--- config.mk ---
export PLATFORM = sky130hd
export DESIGN_NAME = psrs_regs
export DESIGN_NICKNAME = d
export VERILOG_FILES = /design/src/hdl/psrs_pkg.sv /design/src/hdl/psrs_regs.sv
export SDC_FILE = /design/constraint.sdc
export NUM_CORES = 1
export LEC_CHECK = 0
export BUFFER_PORTS_ARGS = -buffer_cell sky130_fd_sc_hd__buf_2
export CAP_MARGIN = 20
export CORE_MARGIN = 10
export CORE_UTILIZATION = 46
export DETAILED_ROUTE_END_ITERATION = 7
export PLACE_DENSITY_LB_ADDON = 0.12
export SETUP_SLACK_MARGIN = 0.05
export SLEW_MARGIN = 20
export SYNTH_ARGS = -nofsm -noshare
export SYNTH_HDL_FRONTEND = slang
export SYNTH_SLANG_ARGS = --single-unit
--- constraint.sdc ---
create_clock -name clk -period 2.6 [get_ports clk]
set_input_delay 0.52 -clock clk [delete_from_list [all_inputs] [get_ports clk]]
set_output_delay 0.52 -clock clk [all_outputs]
set_load 0.01 [all_outputs]
--- src/hdl/psrs_pkg.sv ---
// Shared types and constants for the five-point relaxation sweep.
// Used by every module of the block; depends on nothing else.
package psrs_pkg;

  localparam logic [1:0] REG_GRID_SIDE  = 2'd0;
  localparam logic [1:0] REG_STEP_SQ    = 2'd1;
  localparam logic [1:0] REG_SWEEP_MODE = 2'd2;

  localparam logic [1:0] MODE_FULL = 2'd0;
  localparam logic [1:0] MODE_EVEN = 2'd1;
  localparam logic [1:0] MODE_ODD  = 2'd2;

  localparam logic [10:0] GRID_SIDE_RST = 11'd33;
  localparam logic [16:0] STEP_SQ_RST   = 17'd64;

  localparam int OUTQ_DEPTH = 4;
  localparam int OUTQ_PW    = $clog2(OUTQ_DEPTH);
  localparam int OUTQ_CW    = $clog2(OUTQ_DEPTH + 1);

  typedef struct packed {
    logic       last;
    logic [9:0] row;
    logic [9:0] col;
  } node_tag_t;

  typedef struct packed {
    logic      valid;
    logic      emit;
    logic      update;
    node_tag_t tag;
  } stage_ctl_t;

  typedef struct packed {
    node_tag_t   tag;
    logic [31:0] value;
  } result_t;

endpackage

--- src/hdl/psrs_regs.sv ---
// Configuration registers of the relaxation sweep behind an APB-style port.
// Depends on psrs_pkg for register indexes and reset values.
module psrs_regs (
  input  logic        clk,
  input  logic        rst,
  input  logic        psel,
  input  logic        penable,
  input  logic        pwrite,
  input  logic [3:0]  paddr,
  input  logic [31:0] pwdata,
  output logic [31:0] prdata,
  output logic        pready,
  output logic [10:0] grid_side,
  output logic [16:0] step_squared,
  output logic [1:0]  sweep_mode
);

  logic [1:0] idx;
  logic       wr;

  assign idx    = paddr[3:2];
  assign wr     = psel && penable && pwrite;
  assign pready = 1'b1;

  always_ff @(posedge clk) begin
    if (rst) begin
      grid_side    <= psrs_pkg::GRID_SIDE_RST;
      step_squared <= psrs_pkg::STEP_SQ_RST;
      sweep_mode   <= psrs_pkg::MODE_FULL;
    end else if (wr) begin
      unique case (idx)
        psrs_pkg::REG_GRID_SIDE:  grid_side    <= pwdata[10:0];
        psrs_pkg::REG_STEP_SQ:    step_squared <= pwdata[16:0];
        psrs_pkg::REG_SWEEP_MODE: sweep_mode   <= pwdata[1:0];
        default: ;
      endcase
    end
  end

  always_comb begin
    unique case (idx)
      psrs_pkg::REG_GRID_SIDE:  prdata = {21'd0, grid_side};
      psrs_pkg::REG_STEP_SQ:    prdata = {15'd0, step_squared};
      psrs_pkg::REG_SWEEP_MODE: prdata = {30'd0, sweep_mode};
      default:                  prdata = 32'd0;
    endcase
  end

endmodule

# Word-level counts from Yosys, hierarchy flattened
# Cells that the tools add are included.
[word_totals] ff_bits=30 elab_cells=12 output_inout_bits=63
[op_classes] eq_ne=2 mux=1 reduce_logical=6
[ops] cell="$pmux 17 s3" n=1
[ops] cell="$reduce_and 2->1" n=3
[ops] cell="$eq 2x1->1 const B" n=1
[ops] cell="$eq 2x2->1 const B" n=1
[ops] cell="$logic_and 1x1->1" n=2
[ops] cell="$logic_not 2->1" n=1

# Longest topological paths before layout
[depth] ltp_word=3 ltp_mapped=5 ltp_nobuf=3

# Least setup slack after synthesis
# No wires, ideal clock.
[synth_timing] kind="input port to output port" start="input paddr[2]" end="output prdata[1]" required_ns=2.080 slack_ns=0.878 stages=4 path_buffers=2 arrival_time_ns=1.202 cell_sequence="buf_6 -> buf_4 -> mux2i_1 -> o21ai_0"
[synth_between] elab_chain_cells=2 elab_cells_between_ends=4 cone_classes="2 x eq/ne; 1 x mux; 1 x reduce/logical"
[synth_lines] item="start: declaration" line="psrs_regs.sv:9" source="input logic [3:0] paddr,"
[synth_lines] item="$eq 2x2->1, or another cell as far along" line="psrs_regs.sv:41" source="unique case (idx)"
[synth_lines] item="$pmux 17 s3 (*)" line="psrs_regs.sv:41"
[synth_lines] item="end: declaration" line="psrs_regs.sv:11" source="output logic [31:0] prdata,"
# Every way passes the cells marked *; elsewhere a longest branch is shown, timed or not.

# Worst setup path after layout
[layout_timing] start="input paddr[2]" end="output prdata[12]"
# The elaborated chain is that of the path after synthesis.

==> metrics.md <==
| Metric | Value |
|---|---|
| Status | `complete, no violations` |
| Skew final | `0 ns` |
| Fin Hold WS | `0.453 ns` |
| Fmax achieved | `511 MHz` |
| Gr ovfl total | `0` |
| Worst-Skew Late Latency | `0.33 ns` |
| Routed vias/inst | `4.55` |
| CP max stage delay | `0.40 ns` |
| Post-layout minimum cycle time | `1.96 ns` |
| Vias in the first global route | `1393` |
| Setup_tns | `0 ns` |
| Final non-filler cell area | `1990 um^2` |
| Pre-Repair DR Iteration Count | `5` |
| Kind of critical path | `in -> out` |
| RSZ-0062 raised after global routing | `no` |
| Hold Path Class | `in -> reg` |
| Critical path fanouts, max | `9` |
| Worst path slowest cell | `nor2b_1` |
| Slew @ Worst Pin | `0.623 ns` |
| Yosys cell types | `18` |
| Total Wirelength | `4.05 mm` |
| Cell family with most CP delay | `simple AND/OR/NAND/NOR gates` |
| Share of cells above drive strength 1 | `33.1%` |
| Post-CTS Resized | `0` |
| Num CTS Buffers | `5` |
| Pin count of the biggest net entering global routing | `51` |
| Multi-input gate area | `905 um^2` |
| Die X | `79.9 um` |
| CTS Buffer Depth | `2` |
| DRT iter0 DRCs | `76` |
| Layout Utilization | `58.6%` |
| Final period utilization | `75.2%` |
| Reg-to-reg endpoint | `grid_side[5]$_SDFFE_PP1P_` |
| Synthesis-stage register bit count | `30` |
| CP Capture Point | `prdata[12]` |
| Startpoint types | `primary input` |
| Synth Cell Area | `1650 um^2` |
| CTS hold repair buffers | `0` |
| Core box area | `3390 um^2` |
| Sink Count | `30` |
| Synthesized instance count | `176` |
| Post-CTS Repair Setup Buffers | `0` |
| First-pass GRT wire length | `6.58 mm` |
| IO Port Bufs | `70` |
| Routed length per instance | `14.0 um` |
| Leak pwr | `1.01 nW` |
| Most frequent cells in the layout | `buf_2, nand2b_1, mux2i_1, dfxtp_1, conb_1` |
| Clock-pin slew on the worst setup and hold paths | `0.09 ns` |
| Die ar. | `6380 um^2` |
| Endpoint class of the critical path | `output port` |
| Site row count | `21` |
| Peak VDD IR | `240 uV` |
| Post-DP HPWL | `3.10 mm` |
| RePlAce Congestion | `0.714` |
| Placed cell area | `1940 um^2` |
| R2R depth | `2` |
| Die Height | `79.9 um` |
| Largest cells by area after synthesis | `dfxtp_1, mux2i_1, nand2b_1` |
| Setup violations, final | `0` |
| Crit path depth | `4` |
| Synth top area share | `36.4%` |
| Worst Path Required | `2.08 ns` |
| DRC viols | `0` |
| Max Cap Viol | `0` |
| Cell mode on critical path | `buf_2` |
| Leading area contributor after synthesis | `dfxtp_1` |
| Critical path startpoint | `paddr[2]` |
| Fill count | `340` |
| IO Pins | `104` |
| Tot GR Track Use | `12.7%` |
| Mean Syn Cell Area | `9.36 um^2` |
| Post-Place Cells | `282` |
| CTS tree | `done` |
| CP Cell Sequence | `buf_2 -> nor2b_1 -> and2_1 -> buf_2` |
| Final antenna diode count | `0` |
| Sequential area share after synthesis | `36.4%` |
| Slew Viols, Final | `0` |
| H-tree depth | `2` |
| Slew Limit Headroom | `58.4%` |
| Vias post-DR | `1309` |
| NumNets Final | `284` |
| Initial antenna violation count | `0` |
| Final ANT Viol Nets | `0` |
| Arrival @ worst endpoint | `1.44 ns` |
| R2r startpoint | `grid_side[5]$_SDFFE_PP1P_` |
| Starting Density | `48.6%` |
| Flop2flop setup slack | `1.96 ns` |
| Pwr dens | `427 nW/um^2` |
| Layout Cells excl Fill | `288` |
| Most common cell after layout, fill and taps aside | `buf_2` |
| CP bufs+invs | `2` |
| Clock Tree Root | `clkbuf_4` |
| Area Overhead vs Synth | `20.6%` |
| Reg area | `601 um^2` |
| Hold Vio Cnt, Final | `0` |
| Total number of yosys warnings | `0` |
==> logic make-up (layout without fill, tap and decap cells) <==
family                 count (synthesis)  in the layout  share of synthesized area, %
AO/OA/AOI/OAI                          2              2                         0.607
AND/OR/NAND/NOR                       74             74                          25.4
other                                  2             16                         0.456
flip-flops                            30             30                          36.4
multiplexers                          41             41                          24.9
buffers and inverters                 27             79                          12.1
==> routing by layer <==
metal / routed length, um / GRT usage (%) / vias to the layer above
met3: 408 / 5.97 / 8
met5: 0 / 0 / -
met1: 1770 / 13.4 / 572
met4: 67 / 4.75 / 0
met2: 1810 / 21.5 / 55
li1: - / - / 674
==> power breakdown <==
part	total (mW)	internal [mW]	leakage (nW)	switching, mW
clock network	0.273	0.122	0.0302	0.151
registers	0.469	0.465	0.242	0.00426
logic	0.107	0.0469	0.739	0.0600
total	0.849	0.634	1.01	0.215
==> tightest hold or removal path, stage by stage <==
cell and delay, ns:
buf_2 0.10, nand2b_1 0.06, mux2i_1 0.06
==> worst min path at each step <==
| stage | start | slack, ns | cells after the start | end |
|---|---|---|---|---|
| global route | pwdata[12] | 0.45 | 3 | step_squared[12]$_SDFFE_PP0P_ |
| CTS | pwdata[11] | 0.44 | 3 | step_squared[11]$_SDFFE_PP0P_ |
| detailed placement | step_squared[4]$_SDFFE_PP0P_ | 0.47 | 2 | step_squared[4]$_SDFFE_PP0P_ |
| finish | pwdata[11] | 0.45 | 3 | step_squared[11]$_SDFFE_PP0P_ |
| floorplan | step_squared[11]$_SDFFE_PP0P_ | 0.50 | 2 | step_squared[11]$_SDFFE_PP0P_ |
| global placement | grid_side[6]$_SDFFE_PP0P_ | 0.47 | 2 | grid_side[6]$_SDFFE_PP0P_ |
==> state kept, by name, summed over array words and instances, names as in the netlist <==
name and flops:
step_squared 17, grid_side 11, sweep_mode 2
==> per-stage QoR <==
stage / power, mW / worst slack [ns]
6_report: 0.849 / 0.644
5_1_grt: 0.889 / 0.529
4_1_cts: 0.859 / 0.602
3_5_place_dp: 0.587 / 0.604
3_3_place_gp: 0.587 / 0.596
2_1_floorplan: 0.568 / 0.878
==> final cells by class <==
class,count,area share (%)
multi-input cells,133,45.5
well taps,46,2.90
clock buffers,6,2.58
flip-flops and latches,30,30.2
repair buffers,73,18.8
==> synth_stat cells <==
master    number
nand3_1        1
nand4_1        1
nand2b_1      44
o21ai_0        2
nor2_1        15
buf_12         1
nor3b_1        1
conb_1         2
clkbuf_1       6
nor3_1         1
buf_4         18
nand2_1        2
mux2i_1       41
nor2b_1        2
dfxtp_1       30
or3_1          1
and2_1         6
buf_6          2
Power figures use the tool's default switching activity.
