--- config.mk ---
export PLATFORM = sky130hd
export DESIGN_NAME = psrs_relax
export DESIGN_NICKNAME = d
export VERILOG_FILES = /design/src/hdl/psrs_pkg.sv /design/src/hdl/psrs_relax.sv
export SDC_FILE = /design/constraint.sdc
export NUM_CORES = 2
export LEC_CHECK = 0
export ABC_AREA = 1
export BUFFER_PORTS_ARGS = -buffer_cell sky130_fd_sc_hd__clkbuf_2
export CAP_MARGIN = 30
export CORE_UTILIZATION = 50
export DETAILED_ROUTE_END_ITERATION = 16
export PLACE_DENSITY = 0.77
export SYNTH_ARGS = -nofsm -noshare
export SYNTH_HDL_FRONTEND = slang
export SYNTH_SLANG_ARGS = --single-unit
--- constraint.sdc ---
create_clock -name clk -period 5.6 [get_ports clk]
set_clock_uncertainty 0.2 [all_clocks]
set_input_delay 0 -clock clk [delete_from_list [all_inputs] [get_ports clk]]
set_output_delay 0 -clock clk [all_outputs]
set_load 0.05 [all_outputs]
--- src/hdl/psrs_pkg.sv ---
// Shared types and constants for the five-point relaxation sweep.
// Used by every module of the block; depends on nothing else.
package psrs_pkg;

  localparam logic [1:0] REG_GRID_SIDE  = 2'd0;
  localparam logic [1:0] REG_STEP_SQ    = 2'd1;
  localparam logic [1:0] REG_SWEEP_MODE = 2'd2;

  localparam logic [1:0] MODE_FULL = 2'd0;
  localparam logic [1:0] MODE_EVEN = 2'd1;
  localparam logic [1:0] MODE_ODD  = 2'd2;

  localparam logic [10:0] GRID_SIDE_RST = 11'd33;
  localparam logic [16:0] STEP_SQ_RST   = 17'd64;

  localparam int OUTQ_DEPTH = 4;
  localparam int OUTQ_PW    = $clog2(OUTQ_DEPTH);
  localparam int OUTQ_CW    = $clog2(OUTQ_DEPTH + 1);

  typedef struct packed {
    logic       last;
    logic [9:0] row;
    logic [9:0] col;
  } node_tag_t;

  typedef struct packed {
    logic      valid;
    logic      emit;
    logic      update;
    node_tag_t tag;
  } stage_ctl_t;

  typedef struct packed {
    node_tag_t   tag;
    logic [31:0] value;
  } result_t;

endpackage

--- src/hdl/psrs_relax.sv ---
// Relaxation arithmetic: h2*f plus the neighbour sum, divided by four,
// rounded and saturated. Depends on psrs_pkg for the control and result types.
module psrs_relax #(
  parameter int VB = 32
) (
  input  logic                 clk,
  input  logic                 rst,
  input  psrs_pkg::stage_ctl_t s1_ctl,
  input  logic [16:0]          step_squared,
  input  logic [VB-1:0]        op_up,
  input  logic [VB-1:0]        op_down,
  input  logic [VB-1:0]        op_left,
  input  logic [VB-1:0]        op_right,
  input  logic [VB-1:0]        op_src,
  input  logic [VB-1:0]        op_center,
  output logic                 r_valid,
  output logic                 push,
  output psrs_pkg::result_t    push_data
);

  localparam int NW = VB + 20;

  logic signed [VB+1:0]  sum;
  logic signed [VB+17:0] prod;
  logic signed [VB+1:0]  r_sum;
  logic signed [VB+17:0] r_prod;
  logic signed [VB-1:0]  r_center;
  psrs_pkg::stage_ctl_t  r_ctl;
  logic signed [NW-1:0]  num, q;
  logic [20:0]           hi;
  logic signed [VB-1:0]  sat, val;

  assign sum = (VB+2)'($signed(op_up)) + (VB+2)'($signed(op_down))
             + (VB+2)'($signed(op_left)) + (VB+2)'($signed(op_right));
  assign prod = $signed({1'b0, step_squared}) * $signed(op_src);

  always_ff @(posedge clk) begin
    if (rst) begin
      r_valid <= 1'b0;
    end else begin
      r_valid <= s1_ctl.valid;
    end
  end

  always_ff @(posedge clk) begin
    r_ctl    <= s1_ctl;
    r_sum    <= sum;
    r_prod   <= prod;
    r_center <= $signed(op_center);
  end

  always_comb begin
    num = NW'(r_prod) + (NW'(r_sum) <<< 16);
    q   = (num + NW'(1 << 17)) >>> 18;
    hi  = q[NW-1:VB-1];
    if ((&hi) || !(|hi)) begin
      sat = q[VB-1:0];
    end else if (q[NW-1]) begin
      sat = {1'b1, {(VB-1){1'b0}}};
    end else begin
      sat = {1'b0, {(VB-1){1'b1}}};
    end
    val = r_ctl.update ? sat : r_center;
  end

  assign push            = r_valid && r_ctl.emit;
  assign push_data.tag   = r_ctl.tag;
  assign push_data.value = 32'(val);

endmodule

Yosys cells after proc, flatten, opt, wreduce, memory -nomap -nowiden
Cells that the tools add are included.

word-level totals
  bits in registers = 140
  output and inout bits = 55
  logic and storage cells = 23

operators by class
  $add $sub $neg = 5
  multipliers = 1
  muxes and demuxes = 3
  reduce and logical (&&, ||, !) cells = 5

operators with widths
  operator                  number
  $mux W32                  3
  $add A51 B19 Y52 const B  1
  $add A50 B50 Y51          1
  $mul A18 B32 Y50          1
  $add A33 B32 Y34          1
  $add A34 B32 Y34          1
  $add A32 B32 Y33          1
  $reduce_and A3 Y1         1
  $reduce_or A3 Y1          1
  $logic_and A1 B1 Y1       1
  $logic_not A1 Y1          1
  $logic_or A1 B1 Y1        1

Logic depth before layout (Yosys ltp)
  depth after elaboration = 7
  mapped depth = 27
  mapped depth without buffers = 25

Worst setup path before layout
OpenSTA, ideal clock, no wires.

  path kind = input-to-reg
  from = in op_src[31]
  to = reg r_prod[49]
  arrival = 5.338 ns
  required time = 5.287 ns
  setup slack = -0.051 ns
  stages on the path = 21
  buffers on the path = 2
  cells stage by stage = clkbuf_1 -> clkbuf_1 -> nand2_1 -> fa_1 -> fa_1 -> inv_1 -> fa_1 -> inv_1 -> fa_1 -> fa_1 -> fa_1 -> inv_1 -> ha_1 -> inv_1 -> nor3_1 -> nand2_1 -> nor2_1 -> inv_1 -> or2_2 -> nand4_1 -> nand2_1

between the ends
  cells in the longest elaborated chain, start to end = 1

ends and longest elaborated chain
  item                  RTL line          RTL
  from (decl)           psrs_relax.sv:14  input logic [VB-1:0] op_src,
  $mul A18 B32 Y50      psrs_relax.sv:35  assign prod = $signed({1'b0, step_squared}) * $signed(op_src);
  via prod[49]          psrs_relax.sv:24  logic signed [VB+17:0] prod;
  to (signal assigned)  psrs_relax.sv:48  r_prod <= prod;
  to (decl)             psrs_relax.sv:26  logic signed [VB+17:0] r_prod;

The timed path passes the listed nets, and every way through them passes these cells.
A chain may end at the register's enable or synchronous reset.

Worst setup path after layout
  from = in step_squared[4]
  to = reg r_prod[49]

between the ends
  cells in the longest elaborated chain, start to end = 1

ends and longest elaborated chain
  item              RTL line          RTL
  from (decl)       psrs_relax.sv:9   input logic [16:0] step_squared,
  $mul A18 B32 Y50  psrs_relax.sv:35
  via prod[49]      psrs_relax.sv:24

The timed path passes the listed nets, and every way through them passes these cells.

==> summary.md <==
| Metric | Value |
|---|---|
| # Max-Cap Violations | `0` |
| Top cell by count, worst path | `fa_1` |
| Clk root buf | `clkbuf_16` |
| Fmax | `187.0 MHz` |
| Fill count | `5130` |
| Starting Density | `0.5051` |
| Final nets | `5251` |
| Area Overhead vs Synth | `16.56%` |
| H-tree Lvls | `4` |
| Yosys Warn Count | `0` |
| Iteration count of the initial detailed-routing pass | `6` |
| Unique masters post-synth | `46` |
| Tightest Hold Check Type | `in2reg` |
| GRT Total Usage | `0.2744` |
| CP max stage delay | `610 ps` |
| Startpoint Class | `input port` |
| Vias in the first global route | `26090` |
| Routed len/inst | `15.79 µm` |
| Final worst-path cycle share | `0.9550` |
| Max clock buf depth | `2` |
| Die height | `243.4 µm` |
| Boundary pin count | `290` |
| Post-synth ARST share | `0` |
| Multi-input logic area | `21830 µm²` |
| Mapped cell area | `29140 µm²` |
| CTS Sinks | `124` |
| Syn Inst Count | `3784` |
| Worst slew pin tran | `588.1 ps` |
| Synthesis-stage register bit count | `124` |
| Crit. End Element | `register` |
| Hpwl dp | `67310 µm` |
| Critical Path Slowest Stage Cell | `fa_1` |
| Setup crit start | `step_squared[4]` |
| Sequential area share after synthesis | `0.08518` |
| Crit-path max FO | `27` |
| First-pass GRT wire length | `130300 µm` |
| Initial antenna violation count | `1` |
| Cts bufs inserted | `17` |
| Largest net degree at the start of global routing | `35` |
| Clk slew on worst S/H paths | `60 ps` |
| Share of layout cells above drive strength 1 | `0.1345` |
| Total negative slack | `0 ps` |
| Gpl congestion | `0.9581` |
| Number of vias in the routed layout | `24730` |
| CTS tree | `built` |
| CP cell instances | `clkbuf_2 -> buf_12 -> nand2_1 -> fa_1 -> fa_1 -> clkinvlp_4 -> buf_4 -> fa_1 -> fa_1 -> fa_1 -> inv_1 -> fa_1 -> inv_1 -> ha_1 -> nand2_1 -> nor2_1 -> nand2_1 -> nor2_1 -> inv_1 -> or2_2 -> nand4_1 -> nand2_1` |
| Port buffer count | `289` |
| GRT overflow | `0` |
| Number of diodes | `0` |
| Core area | `57700 µm²` |
| Post-synth EDFFs | `0` |
| Final setup violation count | `0` |
| Residual DRC | `0` |
| Register Area | `2482 µm²` |
| Post-DR vias/cell | `4.950` |
| Critical path class | `in2reg` |
| Status | `finished, final reports clean` |
| Fin. Hold Viols | `0` |
| Die width | `243.4 µm` |
| Detailed-route wire length | `78870 µm` |
| Row cnt | `88` |
| Slew Viols, Final | `0` |
| Hold Startpoint | `op_center[25]` |
| Max-slew headroom | `0.6038` |
| Worst Path Arrival | `5440 ps` |
| Post-route ant nets | `0` |
| DRT iter0 DRCs | `1619` |
| Most common flop cell mapped by yosys | `dfxtp_1` |
| Clock period minus worst slack | `5348 ps` |
| Net Count, Synth | `4818` |
| Synth Area per Inst | `7.702 µm²` |
| WP data required | `5700 ps` |
| Die area | `59260 µm²` |
final cells by class:
type | instances | area share
tap | 765 | 0.02818
clock inverter | 8 | 0.002394
multi-input combinational | 2406 | 0.6425
sequential | 124 | 0.07307
inverter | 1108 | 0.1225
clock buffer | 24 | 0.01477
timing repair buffer | 560 | 0.1165
cells by family after synthesis:
logic type / share of synthesized area
AOI/OAI and AO/OA: 0.06208
xor gates and xnor gates: 0.02675
adders and majority gates: 0.4937
buffers and inverters: 0.1661
DFF: 0.08518
and+or+nand+nor: 0.1662
final timing paths:
| kind | endpoint | slack (ps) | depth (start not counted) |
|---|---|---|---|
| setup / recovery | r_prod[49] | 250 | 22 |
| hold / removal | r_center[25] | 30 | 2 |
repair_timing:
action,4_1_cts,5_1_grt
buffers inserted,0,5
hold endpoints to repair,63,0
hold buffers,91,0
gates resized for setup,0,3
setup endpoints to repair,0,3
synthesized netlist by cell type, drive strengths merged, types with 2 or more instances:
master	count	area (µm²)
inv	1107	4155
o21a	13	97.59
nand3b	4	30.03
and3	5	31.28
o31ai	2	15.01
a31o	2	17.52
nand3	52	280.3
nor2	182	688.2
a21boi	4	33.78
a21o	14	105.1
clkbuf	119	446.7
buf	27	234.0
a21oi	155	888.4
fa	585	11710
a211oi	3	22.52
xnor2	27	236.5
a221oi	2	17.52
nor4	5	31.28
nand4	13	81.33
o21ai	61	312.8
o21bai	22	168.9
o2111ai	3	26.28
a31oi	13	81.33
nand2	937	3585
xor2	62	543.0
dfxtp	124	2482
nor3	21	105.1
ha	214	2678
per-layer routing:
| layer | track usage | vias to the layer above | routed length (µm) |
|---|---|---|---|
| li1 | - | 11690 | - |
| met1 | 0.3511 | 11960 | 32840 |
| met2 | 0.4902 | 949 | 39440 |
| met3 | 0.03536 | 129 | 5017 |
| met4 | 0.06493 | 2 | 1550 |
| met5 | 0 | - | 14 |
registers in the layout, indices dropped and copies added (netlist names):
register	count
r_prod	34
push_data	21
r_sum	34
r_center	32
r_valid	1
r_ctl	2
through the flow:
step	cell area (µm²)	instances	setup WS [ps]	hold WS (ps)	util
floorplan	29150	3784	53.77	-172.3	-
global placement	32430	4867	-77.39	-97.29	0.5621
detailed placement	32430	4867	-131.8	-96.09	0.5621
CTS	33930	4990	335.8	0.7927	0.5880
global route	33970	4995	-26.02	18.47	0.5888
finish	33970	4995	251.8	27.28	0.5888
worst max-delay path: cells and delay by family:
family                   cells  cell delay, ps
buffers and inverters        7             840
AND/OR/NAND/NOR              8            1100
adder cells (fa/ha/maj)      7            3480
placed cells by master, fill, tap and decap left out, drive strengths merged, types with 2 or more instances in the layout:
| master | n |
|---|---|
| a211oi | 3 |
| nor3 | 21 |
| nand3 | 52 |
| and3 | 5 |
| nor4 | 5 |
| nor2 | 182 |
| xor2 | 62 |
| nand2 | 937 |
| dlygate4sd3 | 91 |
| a221oi | 2 |
| clkbuf | 313 |
| o21ai | 61 |
| o2111ai | 3 |
| buf | 180 |
| a21o | 14 |
| nand4 | 13 |
| fa | 585 |
| a31o | 2 |
| clkinv | 4 |
| o21bai | 22 |
| inv | 1108 |
| dfxtp | 124 |
| a21oi | 155 |
| a21boi | 4 |
| a31oi | 13 |
| xnor2 | 27 |
| clkinvlp | 3 |
| nand3b | 4 |
| o21a | 13 |
| o31ai | 2 |
| ha | 214 |
Power is not shown: default switching activity piles up to over one toggle a cycle in this logic, so the estimate is an artifact.
