==> src/hdl/psrs_pkg.sv <==
// Shared types and constants for the five-point relaxation sweep.
// Used by every module of the block; depends on nothing else.
package psrs_pkg;

  localparam logic [1:0] REG_GRID_SIDE  = 2'd0;
  localparam logic [1:0] REG_STEP_SQ    = 2'd1;
  localparam logic [1:0] REG_SWEEP_MODE = 2'd2;

  localparam logic [1:0] MODE_FULL = 2'd0;
  localparam logic [1:0] MODE_EVEN = 2'd1;
  localparam logic [1:0] MODE_ODD  = 2'd2;

  localparam logic [10:0] GRID_SIDE_RST = 11'd33;
  localparam logic [16:0] STEP_SQ_RST   = 17'd64;

  localparam int OUTQ_DEPTH = 4;
  localparam int OUTQ_PW    = $clog2(OUTQ_DEPTH);
  localparam int OUTQ_CW    = $clog2(OUTQ_DEPTH + 1);

  typedef struct packed {
    logic       last;
    logic [9:0] row;
    logic [9:0] col;
  } node_tag_t;

  typedef struct packed {
    logic      valid;
    logic      emit;
    logic      update;
    node_tag_t tag;
  } stage_ctl_t;

  typedef struct packed {
    node_tag_t   tag;
    logic [31:0] value;
  } result_t;

endpackage

==> src/hdl/psrs_outq.sv <==
// Small result queue that decouples the pipeline from the output stall.
// Depends on psrs_pkg for its depth and entry type.
module psrs_outq (
  input  logic                            clk,
  input  logic                            rst,
  input  logic                            push,
  input  psrs_pkg::result_t               push_data,
  input  logic                            pop,
  output logic                            not_empty,
  output psrs_pkg::result_t               head_data,
  output logic [psrs_pkg::OUTQ_CW-1:0]    count
);

  psrs_pkg::result_t                entries [psrs_pkg::OUTQ_DEPTH];
  logic [psrs_pkg::OUTQ_PW-1:0]     rd_ptr, wr_ptr;
  logic                             do_pop;

  assign not_empty = (count != '0);
  assign do_pop    = pop && not_empty;
  assign head_data = entries[rd_ptr];

  always_ff @(posedge clk) begin
    if (rst) begin
      rd_ptr <= '0;
      wr_ptr <= '0;
      count  <= '0;
    end else begin
      if (push) begin
        wr_ptr <= wr_ptr + psrs_pkg::OUTQ_PW'(1);
      end
      if (do_pop) begin
        rd_ptr <= rd_ptr + psrs_pkg::OUTQ_PW'(1);
      end
      if (push && !do_pop) begin
        count <= count + psrs_pkg::OUTQ_CW'(1);
      end else if (do_pop && !push) begin
        count <= count - psrs_pkg::OUTQ_CW'(1);
      end
    end
  end

  always_ff @(posedge clk) begin
    if (push) begin
      entries[wr_ptr] <= push_data;
    end
  end

endmodule

==> config.mk <==
export PLATFORM = sky130hd
export DESIGN_NAME = psrs_outq
export DESIGN_NICKNAME = d
export VERILOG_FILES = /design/src/hdl/psrs_pkg.sv /design/src/hdl/psrs_outq.sv
export SDC_FILE = /design/constraint.sdc
export NUM_CORES = 1
export LEC_CHECK = 0
export BUFFER_PORTS_ARGS = -buffer_cell sky130_fd_sc_hd__buf_4
export CAP_MARGIN = 20
export CORE_MARGIN = 2
export CORE_UTILIZATION = 40
export DETAILED_ROUTE_END_ITERATION = 10
export PLACE_DENSITY_LB_ADDON = 0.1
export SYNTH_ARGS = -nofsm -noshare
export SYNTH_HDL_FRONTEND = slang
export SYNTH_SLANG_ARGS = --single-unit
==> constraint.sdc <==
create_clock -name clk -period 2.85 [get_ports clk]
set_clock_uncertainty 0.15 [all_clocks]
set_input_delay 0.57 -clock clk [delete_from_list [all_inputs] [get_ports clk]]
set_output_delay 0.57 -clock clk [all_outputs]
set_load 0.05 [all_outputs]
# == Yosys cells after proc, flatten, opt, wreduce, memory -nomap -nowiden ==
# Memory sizes are Yosys's and may differ from the RTL's. A register that Yosys moved wholly into a read port is not among the register bits.
# Index checks and enable logic that the tools add are counted.
# classes
shifts,0
mul,0
n_addsub,4
n_mux,6
eq_ne,0
n_lt_le_gt_ge,0
n_reduce_logical,7
n_bitwise,0
n_div,0
# op_table
op,count
$mux 3,2
$add 2x1->2 const B,2
$mux 2,2
$add 3x1->3 const B,1
$logic_and 1x1->1,3
$reduce_bool 3->1,1
$sub 3x1->3 const B,1
$logic_not 1->1,2
$mux 1,2
$reduce_bool 2->1,1
# word_totals
memories,1
latch_bits,0
wordCells,21
in_bits,57
ff_bits,7
mem_bits_rw,212
out_inout_bits,57
rom_bits,0
# memory_table
memory,depth,width,read_ports,rd_clocked_by_memory_dff,write_ports,line_no,text
entries,4,53,1,1,1,psrs_outq.sv:14,psrs_pkg::result_t entries [psrs_pkg::OUTQ_DEPTH];

# == Logic depth before layout (Yosys ltp) ==
# Gate-level depths: netlist (run 1).
# depth
word_depth,5
depth_mapped,7
mapped_depth_nobuf,7

# == Worst setup path after synthesis (run 1) ==
# No wires, ideal clock.
# synth_path
path_kind,input to register
startpoint,input push
endpoint,"memory entries[0][0] (netlist name), enable pin"
t_required_ns,2.284
setup_slack_ns,0.453
setup_time_ns,0.416
cell_stages,1
n_path_buf,0
arrival_ns,1.831
path_cell_list,and2_1
# synth_via
elab_chain_cells,2
# synth_lines
element,line_no,text
"start, declared",psrs_outq.sv:6,"input logic push,"
$mux 1,psrs_outq.sv:43,if (push) begin
$mux 1 (not written as such),psrs_outq.sv:44,entries[wr_ptr] <= push_data;
"end, declared",psrs_outq.sv:14,
# No other way between the ends.

==> summary.txt, run 1 <==
Outcome
  • Outcome: finished, final reports clean

Floorplan
  • Initial core utilization: just over 40%
  • Core area: a little over 20,000 µm²
  • Ports: 114
  • DIE AREA: 21,500 µm²
  • Core Rows: between 50 and 60
  • Die Span Y: 147 µm
  • Die W: 147 µm

Clock tree
  • CTS Hold Buffers Added: 0
  • Clock-pin slew on the worst setup and hold paths: about 0.06 ns
  • Clock buffer depth: 3
  • Clk Latency, worst-skew pair: 0.49 ns
  • CTS Buf Count: 23
  • CTS root buffer: clkbuf_16
  • Post_cts resized: 0
  • CTS H-tree lvls: 1
  • CTS sink count: around 220
  • CTS tree: built
  • Setup bufs post-CTS: 0

STA
  • Worst-Margin Slew: 0.550 ns
  • Fin Setup TNS: 0 ns
  • Highest Clock Rate: 0.370 GHz
  • Slew Limit Fails: 0
  • Tmin final: 2.71 ns
  • Fin crit share: a little over nine tenths
  • Setup violators final: 0
  • Slew HR: 63.3%
  • RSZ-0062 raised after global routing: no
  • Final hold vios: 0

Critical path
  • Slowest cell delay on critical path: roughly 0.62 ns
  • Crit-path cells: buf_12 > mux4_1 > buf_4
  • Reg2Reg Depth: 7
  • Worst reg2reg endpoint: count[2]$_SDFFE_PP0P_
  • Endpoint class of the critical path: primary output
  • Reg-to-Reg Start: count[0]$_SDFFE_PP0P_
  • Crit path launch type: flop
  • CP Max Fanout: 38
  • Critical Path AT: 1.99 ns
  • Setup Crit Path Kind: flop to primary output
  • CP bufs+invs: 2
  • Slowest cell on crit path: mux4_1
  • WP data required: 2.13 ns
  • Flop-to-flop setup slack: just under 0.6 ns
  • Delay-heaviest family, CP: multiplexers

Drt
  • DRT antenna net count: 0
  • Total wire length: around 15 mm
  • Vias/cell: approximately 4.9
  • Via count: 3,651
  • WL/cell: 19.6 µm
  • DRT iter0 DRCs: 148
  • DRC Markers: 0
  • Pre-Repair DR Iteration Count: 4

Final layout
  • Final #Nets: 522
  • Final instance area: between 10,000 and 15,000 µm²
  • ANT cells: 0
  • Share of layout cells above drive strength 1: 44.6%
  • Finished Layout Cells: between 700 and 800
  • Area Overhead vs Synth: 22.8%

Logic synthesis
  • Unique masters post-synth: 21
  • Mapped Area: between 8000 and 9000 µm²
  • Synth warn: 0
  • Mapped Cells: 320
  • FF+latch count, synth: 221
  • Syn Nets: 383
  • Synthesized area per cell: 25.4 µm²
  • Sequential share of the synthesized area: 80.4%

Power and ir drop
  • Pwr Total: 9.40 mW
  • Static Leakage: approximately 3.4 nW
  • PD cells: 939 nW/µm²
  • Maximum vdd ir drop: 0.000483 V

Global route
  • GRT Resource Usage Total: 13.9%
  • First-pass GRT wire length: 22.9 mm
  • Initial antenna violation count: 0
  • Vias in the first global route: approximately 4,000
  • Pin count of the biggest net entering global routing: 40
  • Total congestion overflow: 0

Min path
  • Hold EP: entries[1][0]$_DFFE_PP_
  • Hold Path Depth: 1
  • Hold Crit Class: input port to flop
  • HP Start: push_data[0]

Placement
  • Placed inst area: 9350 µm²
  • Port buffer count: 113
  • Placed insts: 704
  • GP Congestion: 0.710
  • Post-DP HPWL: between 8 and 9 mm

Flow run
  • Max-cap violations: 0
[layout make-up]
| cell class | instances | area, µm² |
|---|---|---|
| Clock buffer | 28 | 594 |
| Clock inverter | 13 | 58.8 |
| Fill cell | 1637 | 10100 |
| Inverter | 3 | 11.3 |
| Multi-Input combinational cell | 83 | 1450 |
| Sequential cell | 221 | 6550 |
| Tap cell | 270 | 338 |
| Timing Repair Buffer | 127 | 1000 |
[where the power goes]
part           total (mW)  switching, mW  internal (mW)
Combinational        2.97           1.88           1.09
Clock                2.60           1.12           1.47
Sequential           3.83         0.0752           3.76
[kinds of logic (layout without fill, tap and decap cells)]
logic type / after synthesis / count (layout) / synth area share, %
xor gates and xnor gates: 5 / 5 / 0.538
buffers and inverters: 16 / 171 / 1.91
DFF: 221 / 221 / 80.4
adders and majority gates: 6 / 6 / 1.01
muxes: 55 / 55 / 15.0
and+or+nand+nor: 13 / 13 / 0.784
AOI/OAI and AO/OA: 4 / 4 / 0.323
[worst reg2reg max path: stages (launching register included)]
cell	delay, ns
dfxtp_1	0.37
o31ai_1	0.36
ha_1	0.26
inv_1	0.06
fa_1	0.38
xor2_1	0.18
or3_1	0.30
a21oi_1	0.14
[placed cells by master (no fill, tap or decap)]
cell,count
dfxtp_1,7
mux4_1,3
clkinv_2,5
mux2i_1,2
or3_1,2
clkbuf_16,23
clkinvlp_4,1
o311ai_0,1
fa_1,1
dfxtp_4,1
edfxtp_1,212
o31ai_1,1
a21oi_1,1
dfxtp_2,1
buf_12,4
and2_2,4
o21ai_0,1
clkinv_1,7
clkbuf_1,5
nor2_1,7
mux4_2,50
inv_1,3
xnor2_1,1
ha_1,5
buf_4,123
xor2_1,4
[cells in the mapped netlist (all sizes together)]
library cell	count	area, µm²
a21oi	1	5.00
and2	4	25.0
buf	11	136
clkbuf	2	7.51
dfxtp	9	180
edfxtp	212	6370
fa	1	20.0
ha	5	62.6
inv	3	11.3
mux2i	2	20.0
mux4	53	1200
nor2	7	26.3
o21ai	1	5.00
o311ai	1	8.76
o31ai	1	7.51
or3	2	12.5
xnor2	1	8.76
xor2	4	35.0
[flip-flops by register name, summed over array words and instances, names as in the netlist, named ones only]
name and count:
rd_ptr 2, wr_ptr 2, entries 212, count 3
[stage by stage]
stage	util (%)	worst slack (ns)	hold slack [ns]
after global routing	49.8	0.0255	0.101
after CTS	49.8	0.0745	0.100
after detailed placement	46.5	0.518	0.374
after floorplan	-	0.453	0.335
final	49.8	0.144	0.124
after global placement	46.5	0.597	0.348
[worst max-delay path by stage]
stage	cells after the start	slack, ns	endpoint
2_1_floorplan	1	0.45	entries[0][0]$_DFFE_PP_
3_3_place_gp	8	0.60	count[2]$_SDFFE_PP0P_
3_5_place_dp	8	0.52	count[2]$_SDFFE_PP0P_
4_1_cts	3	0.07	head_data[50]
5_1_grt	3	0.03	head_data[50]
6_report	3	0.14	head_data[50]
[per-layer routing]
metal | share of wire (%) | up-vias | global-route usage, %
met4 | 1.6 | 0 | 3.69
met2 | 50 | 88 | 23.3
met1 | 43 | 1904 | 18.8
met3 | 5.2 | 23 | 3.03
li1 | - | 1636 | -
met5 | 0 | - | 0
No activity file was read; power rests on OpenSTA's default activity.
==> run 2, diff against run 1 <==
--- a/config.mk
+++ b/config.mk
@@ -11,5 +11,4 @@
 export CORE_UTILIZATION = 40
 export DETAILED_ROUTE_END_ITERATION = 10
-export PLACE_DENSITY_LB_ADDON = 0.1
 export SYNTH_ARGS = -nofsm -noshare
 export SYNTH_HDL_FRONTEND = slang
==> constraint.sdc (replaced) <==
create_clock -name clk -period 2.85 [get_ports clk]
set_clock_uncertainty 0.15 [all_clocks]
set_input_delay 0.1425 -clock clk [delete_from_list [all_inputs] [get_ports clk]]
set_output_delay 0.1425 -clock clk [all_outputs]
set_load 0.05 [all_outputs]
==> summary.txt, run 2 (synthesized netlist as in run 1, its figures left out) <==
Critical path
  • Slowest cell on crit path: dfxtp_4
  • Flop-to-flop setup slack: 0.47 ns (-0.11 ns)
  • Slowest cell delay on critical path: 0.64 ns (+0.02 ns)
  • CP bufs+invs: 2 (unchanged)
  • Setup Crit Path Kind: flop to primary output
  • Critical Path AT: 2.19 ns (+0.20 ns)
  • Endpoint class of the critical path: primary output
  • Crit path launch type: flop
  • Reg-to-Reg Start: count[0]$_SDFFE_PP0P_
  • Delay-heaviest family, CP: flip-flops
  • CP Max Fanout: 22 (-42%)
  • WP data required: 2.56 ns (+0.43 ns)
  • Crit-path cells: buf_12 > mux4_2 > buf_4
  • Worst reg2reg endpoint: count[2]$_SDFFE_PP0P_
  • Reg2Reg Depth: 7 (unchanged)

Global route
  • First-pass GRT wire length: 22.6 mm (-1.3%)
  • Initial antenna violation count: 0 (unchanged)
  • Vias in the first global route: 4,113 (+2.3%)
  • Total congestion overflow: 0 (unchanged)
  • GRT Resource Usage Total: 13.6% (-0.30 points)
  • Pin count of the biggest net entering global routing: 54 (+35%)

Final layout
  • Area Overhead vs Synth: 30.2%
  • ANT cells: 0 (unchanged)
  • Largest register FFs: 212 (unchanged)
  • Largest Register: entries
  • Final instance area: 10,600 µm² (+6.0%)
  • Biggest registers after layout: entries x212, count x3
  • Final #Nets: 577 (+11%)
  • Commonest non-fill, non-tap cell in the layout: edfxtp_1
  • Share of layout cells above drive strength 1: 40.4% (-4.3 points)
  • Finished Layout Cells: 800 (+7.4%)
  • Most frequent cells in the layout: 212 x edfxtp_1, 123 x buf_4, 57 x dlygate4sd3_1

Drt
  • Vias/cell: 4.89 (-0.24%)
  • DRT antenna net count: 0 (unchanged)
  • Total wire length: 14.7 mm (+0.50%)
  • Pre-Repair DR Iteration Count: 4 (unchanged)
  • Via count: 3,911 (+7.1%)
  • WL/cell: 18.3 µm (-6.4%)
  • DRC Markers: 0 (unchanged)
  • DRT iter0 DRCs: 209 (+41%)

Floorplan
  • DIE AREA: 21,500 µm² (unchanged)
  • Die W: 147 µm (unchanged)
  • Core area: 20,100 µm² (unchanged)
  • Core Rows: 52 (unchanged)
  • Die Span Y: 147 µm (unchanged)
  • Initial core utilization: 40.5% (unchanged)
  • Ports: 114 (unchanged)

Placement
  • Placed insts: 703 (-0.14%)
  • Port buffer count: 113 (unchanged)
  • Post-DP HPWL: 8.67 mm (+1.2%)
  • GP Congestion: 0.694 (-2.3%)
  • Placed inst area: 9330 µm² (-0.21%)

Power and ir drop
  • Static Leakage: 3.65 nW (+7.6%)
  • Pwr Total: 9.64 mW (+2.6%)
  • Maximum vdd ir drop: 0.000555 V (+15%)
  • PD cells: 909 nW/µm² (-3.2%)

STA
  • RSZ-0062 raised after global routing: no
  • Final hold vios: 0 (unchanged)
  • Slew HR: 58.8% (-4.5 points)
  • Fin crit share: 87.1% (-7.9 points)
  • Highest Clock Rate: 0.403 GHz (+9.0%)
  • Worst-Margin Slew: 0.618 ns (+0.0676 ns)
  • Slew Limit Fails: 0 (unchanged)
  • Setup violators final: 0 (unchanged)
  • Tmin final: 2.48 ns (-0.224 ns)
  • Fin Setup TNS: 0 ns (unchanged)

Clock tree
  • Post_cts resized: 0 (unchanged)
  • CTS Buf Count: 22 (-4.3%)
  • CTS root buffer: clkbuf_16
  • Clock-pin slew on the worst setup and hold paths: 0.06 ns (about the same)
  • CTS H-tree lvls: 1 (unchanged)
  • Setup bufs post-CTS: 0 (unchanged)
  • CTS tree: built
  • Clk Latency, worst-skew pair: 0.49 ns (about the same)
  • CTS sink count: 221 (unchanged)
  • Clock buffer depth: 3 (unchanged)

Min path
  • Hold EP: entries[3][20]$_DFFE_PP_
  • Hold Path Depth: 2 (+1)
  • Hold Crit Class: input port to flop
  • HP Start: push_data[20]

Outcome
  • Outcome: finished, final reports clean

Flow run
  • Max-cap violations: 0 (unchanged)
[run 2: cell count changes in the layout (fill, tap and decap cells not counted), sizes merged]
cell         change
buf              -1
dlygate4sd3     +57
bufinv           +2
clkbuf           -3
[run 2: area by class of cell]
| type | instances | area, µm² |
|---|---|---|
| repair buffers | 183 | 1550 |
| flip-flops and latches | 221 | 6550 |
| inverters | 3 | 11.3 |
| clock buffers | 25 | 583 |
| fillers | 1577 | 9500 |
| well taps | 270 | 338 |
| multi-input cells | 83 | 1450 |
| clock inverters | 15 | 120 |
[run 2: stage by stage]
step / utilization, % / setup slack (ns) / hold WS, ns
after global routing: 52.7 / 0.215 / 0.232
final: 52.7 / 0.368 / 0.244
after CTS: 52.7 / 0.277 / 0.226
after global placement: 46.4 / 0.671 / 0.190
after floorplan: - / 0.478 / 0.0914
after detailed placement: 46.4 / 0.453 / 0.196
[run 2: per-layer routing]
layer | track usage (%) | part of all wire [%] | up-vias
met5 | 0 | 0 | -
met4 | 3.01 | 1.4 | 0
met3 | 3.16 | 5.4 | 20
met2 | 22.1 | 49 | 110
met1 | 19.2 | 45 | 2035
li1 | - | - | 1746
[run 2: power breakdown]
| part | switching [mW] | total (mW) | internal (mW) | leakage, nW |
|---|---|---|---|---|
| sequential | 0.149 | 3.90 | 3.76 | 2.02 |
| combinational | 1.83 | 2.98 | 1.15 | 1.28 |
| clock | 1.12 | 2.76 | 1.64 | 0.347 |
[run 2: worst max path at each step]
stage,start,end,slack [ns],cells after the start
floorplan,count[0]$_SDFFE_PP0P_,count[2]$_SDFFE_PP0P_,0.48,7
global placement,count[0]$_SDFFE_PP0P_,count[2]$_SDFFE_PP0P_,0.67,7
detailed placement,count[0]$_SDFFE_PP0P_,count[2]$_SDFFE_PP0P_,0.45,7
CTS,flop,head_data[47],0.28,3
global route,flop,head_data[19],0.21,3
finish,flop,head_data[14],0.37,3
[run 2: timing repair]
item | in CTS | in global routing
setup endpoints to repair | 0 | 0
endpoints found under the hold margin | 221 | 0
hold buffers | 57 | 0
==> run 3, diff against run 2 <==
PLACE_DENSITY = 0.61   (was default)
RECOVER_POWER = 25   (was default)
==> summary.txt, run 3 (synthesized netlist as in run 1, its figures left out) <==
Critical path
  • Crit path launch type: flop
  • CP Max Fanout: 24 (+9.1%)
  • Setup Crit Path Kind: flop to primary output
  • Critical Path AT: 2.12 ns (-0.07 ns)
  • WP data required: 2.56 ns (about the same)
  • Endpoint class of the critical path: primary output

Drt
  • DRT iter0 DRCs: 182 (-13%)
  • WL/cell: 18.4 µm (+0.46%)
  • Pre-Repair DR Iteration Count: 6 (+2)
  • DRC Markers: 0 (unchanged)
  • Via count: 3,899 (-0.31%)
  • DRT antenna net count: 0 (unchanged)
  • Total wire length: 14.7 mm (+0.46%)
  • Vias/cell: 4.87 (-0.31%)

Placement
  • Placed inst area: 9340 µm² (about the same)
  • GP Congestion: 0.677 (-2.5%)
  • Port buffer count: 113 (unchanged)
  • Post-DP HPWL: 8.30 mm (-4.3%)

Final layout
  • Share of layout cells above drive strength 1: 33.3% (-7.1 points)
  • Commonest non-fill, non-tap cell in the layout: edfxtp_1
  • Storage cell area: 6550 µm² (unchanged)
  • Most frequent cells in the layout: 212 x edfxtp_1, 82 x buf_4, 57 x dlygate4sd3_1
  • Area Overhead vs Synth: 29.7%
  • Final instance area: 10,600 µm² (-0.40%)
  • Final #Nets: 575 (-0.35%)
  • Largest Register: entries
  • Biggest registers after layout: entries x212, count x3
  • Area of the multi-input gates: 1450 µm² (about the same)
  • Largest register FFs: 212 (unchanged)
  • Fill cell count: 1,623 (+2.9%)
  • Final Util: 52.5% (-0.21 points)

Power and ir drop
  • Switching power: 3.12 mW (+0.70%)
  • Power share of the combinational group: 30.0% (-0.9 points)
  • Sw Ratio: 31.6% (-0.50 points)
  • Static Leakage: 3.55 nW (-2.7%)
  • Maximum vdd ir drop: 0.000708 V (+27%)
  • Flop pwr share: 39.5% (-1.0 points)
  • PD cells: 934 nW/µm² (+2.7%)
  • Clock share of power: 30.5% (+1.9 points)
  • Cell-internal power: 6.75 mW (+3.0%)

STA
  • Final hold vios: 0 (unchanged)
  • Slew Limit Fails: 0 (unchanged)
  • RSZ-0062 raised after global routing: no
  • Setup violators final: 0 (unchanged)
  • Fin Setup TNS: 0 ns (unchanged)
  • Fin crit share: 84.7% (-2.4 points)
  • Worst-Margin Slew: 0.421 ns (-0.197 ns)
  • Highest Clock Rate: 0.414 GHz (+2.8%)
  • Slew HR: 71.6% (+13 points)
  • Tmin final: 2.41 ns (-0.0670 ns)

Floorplan
  • Core area: 20,100 µm² (unchanged)
  • Core Rows: 52 (unchanged)
  • Initial core utilization: 40.5% (unchanged)
  • Die Span Y: 147 µm (unchanged)
  • DIE AREA: 21,500 µm² (unchanged)
  • Die W: 147 µm (unchanged)
  • Ports: 114 (unchanged)

Clock tree
  • Clock buffer depth: 3 (unchanged)
  • CTS sink count: 221 (unchanged)
  • CTS tree: built
  • Setup bufs post-CTS: 0 (unchanged)
  • Post_cts resized: 0 (unchanged)
  • Clk Latency, worst-skew pair: 0.50 ns (about the same)
  • CTS Buf Count: 24 (+9.1%)
  • Clock-pin slew on the worst setup and hold paths: 0.06 ns (about the same)
  • CTS Hold Buffers Added: 57 (unchanged)
  • CTS H-tree lvls: 1 (unchanged)
  • CTS root buffer: clkbuf_16

Global route
  • GRT Resource Usage Total: 14.0% (+0.35 points)
  • Initial antenna violation count: 1 (+1)
  • Pin count of the biggest net entering global routing: 54 (unchanged)
  • Total congestion overflow: 0 (unchanged)
  • First-pass GRT wire length: 23.3 mm (+3.1%)
  • Vias in the first global route: 4,225 (+2.7%)

Flow run
  • Max-cap violations: 0 (unchanged)

Outcome
  • Outcome: finished, final reports clean

Min path
  • Hold Crit Class: input port to flop
[run 3: cell count changes in the layout (fill, tap and decap cells not counted)]
| cell | delta |
|---|---|
| buf_4 | -41 |
| clkbuf_1 | +37 |
| buf_12 | +3 |
| clkbuf_16 | +2 |
| clkinv_2 | -2 |
| and2_2 | -1 |
| and2_4 | +1 |
| bufinv_16 | +1 |
| clkinvlp_4 | -1 |
| diode_2 | +1 |
[run 3: power by group through the flow]
stage	clock (mW)	sequential (mW)	combinational, mW
2_1_floorplan	0	3.92	2.27
3_3_place_gp	0	3.96	2.95
3_5_place_dp	0	3.97	2.96
4_1_cts	3.09	3.91	3.03
5_1_grt	3.23	3.93	3.11
6_report	3.01	3.90	2.96
[run 3: per-layer routing]
metal  part of all wire (%)  vias to the layer above  GRT usage, %
li1                       -                     1755             -
met1                     43                     2013          18.6
met2                     50                      103          23.6
met3                    5.2                       28          2.91
met4                    2.0                        0          3.98
met5                      0                        -             0
[run 3: final timing paths]
| kind | start | endpoint | slack (ns) | cells after the start |
|---|---|---|---|---|
| worst min-delay path | push_data[26] | entries[3][26]$_DFFE_PP_ | 0.24 | 2 |
| worst min register to register | rd_ptr[1]$_SDFFE_PP0P_ | flop | 0.38 | 2 |
| worst max-delay path | flop | head_data[44] | 0.44 | 3 |
| worst max register to register | count[0]$_SDFFE_PP0P_ | count[2]$_SDFFE_PP0P_ | 0.50 | 7 |
[run 3: layout make-up]
cell class	instances	area share, %
sequential	221	62.0
multi-input combinational	83	13.7
timing repair buffer	179	13.6
clock buffer	30	6.10
tap	270	3.20
clock inverter	13	1.26
inverter	3	0.107
antenna	1	0.0237
[run 3: through the flow]
step / std cells / total power [mW] / hold WS [ns] / setup slack [ns]
after floorplan: 320 / 6.19 / 0.0914 / 0.478
after global placement: 699 / 6.90 / 0.191 / 0.660
after detailed placement: 699 / 6.94 / 0.196 / 0.526
after CTS: 799 / 10.0 / 0.205 / 0.357
after global routing: 799 / 10.3 / 0.256 / 0.295
final: 800 / 9.86 / 0.242 / 0.435
[run 3: critical path, stage by stage, from the launching register on]
cell and delay, ns:
dfxtp_4 0.56, buf_12 0.27, mux4_1 0.57, buf_4 0.20
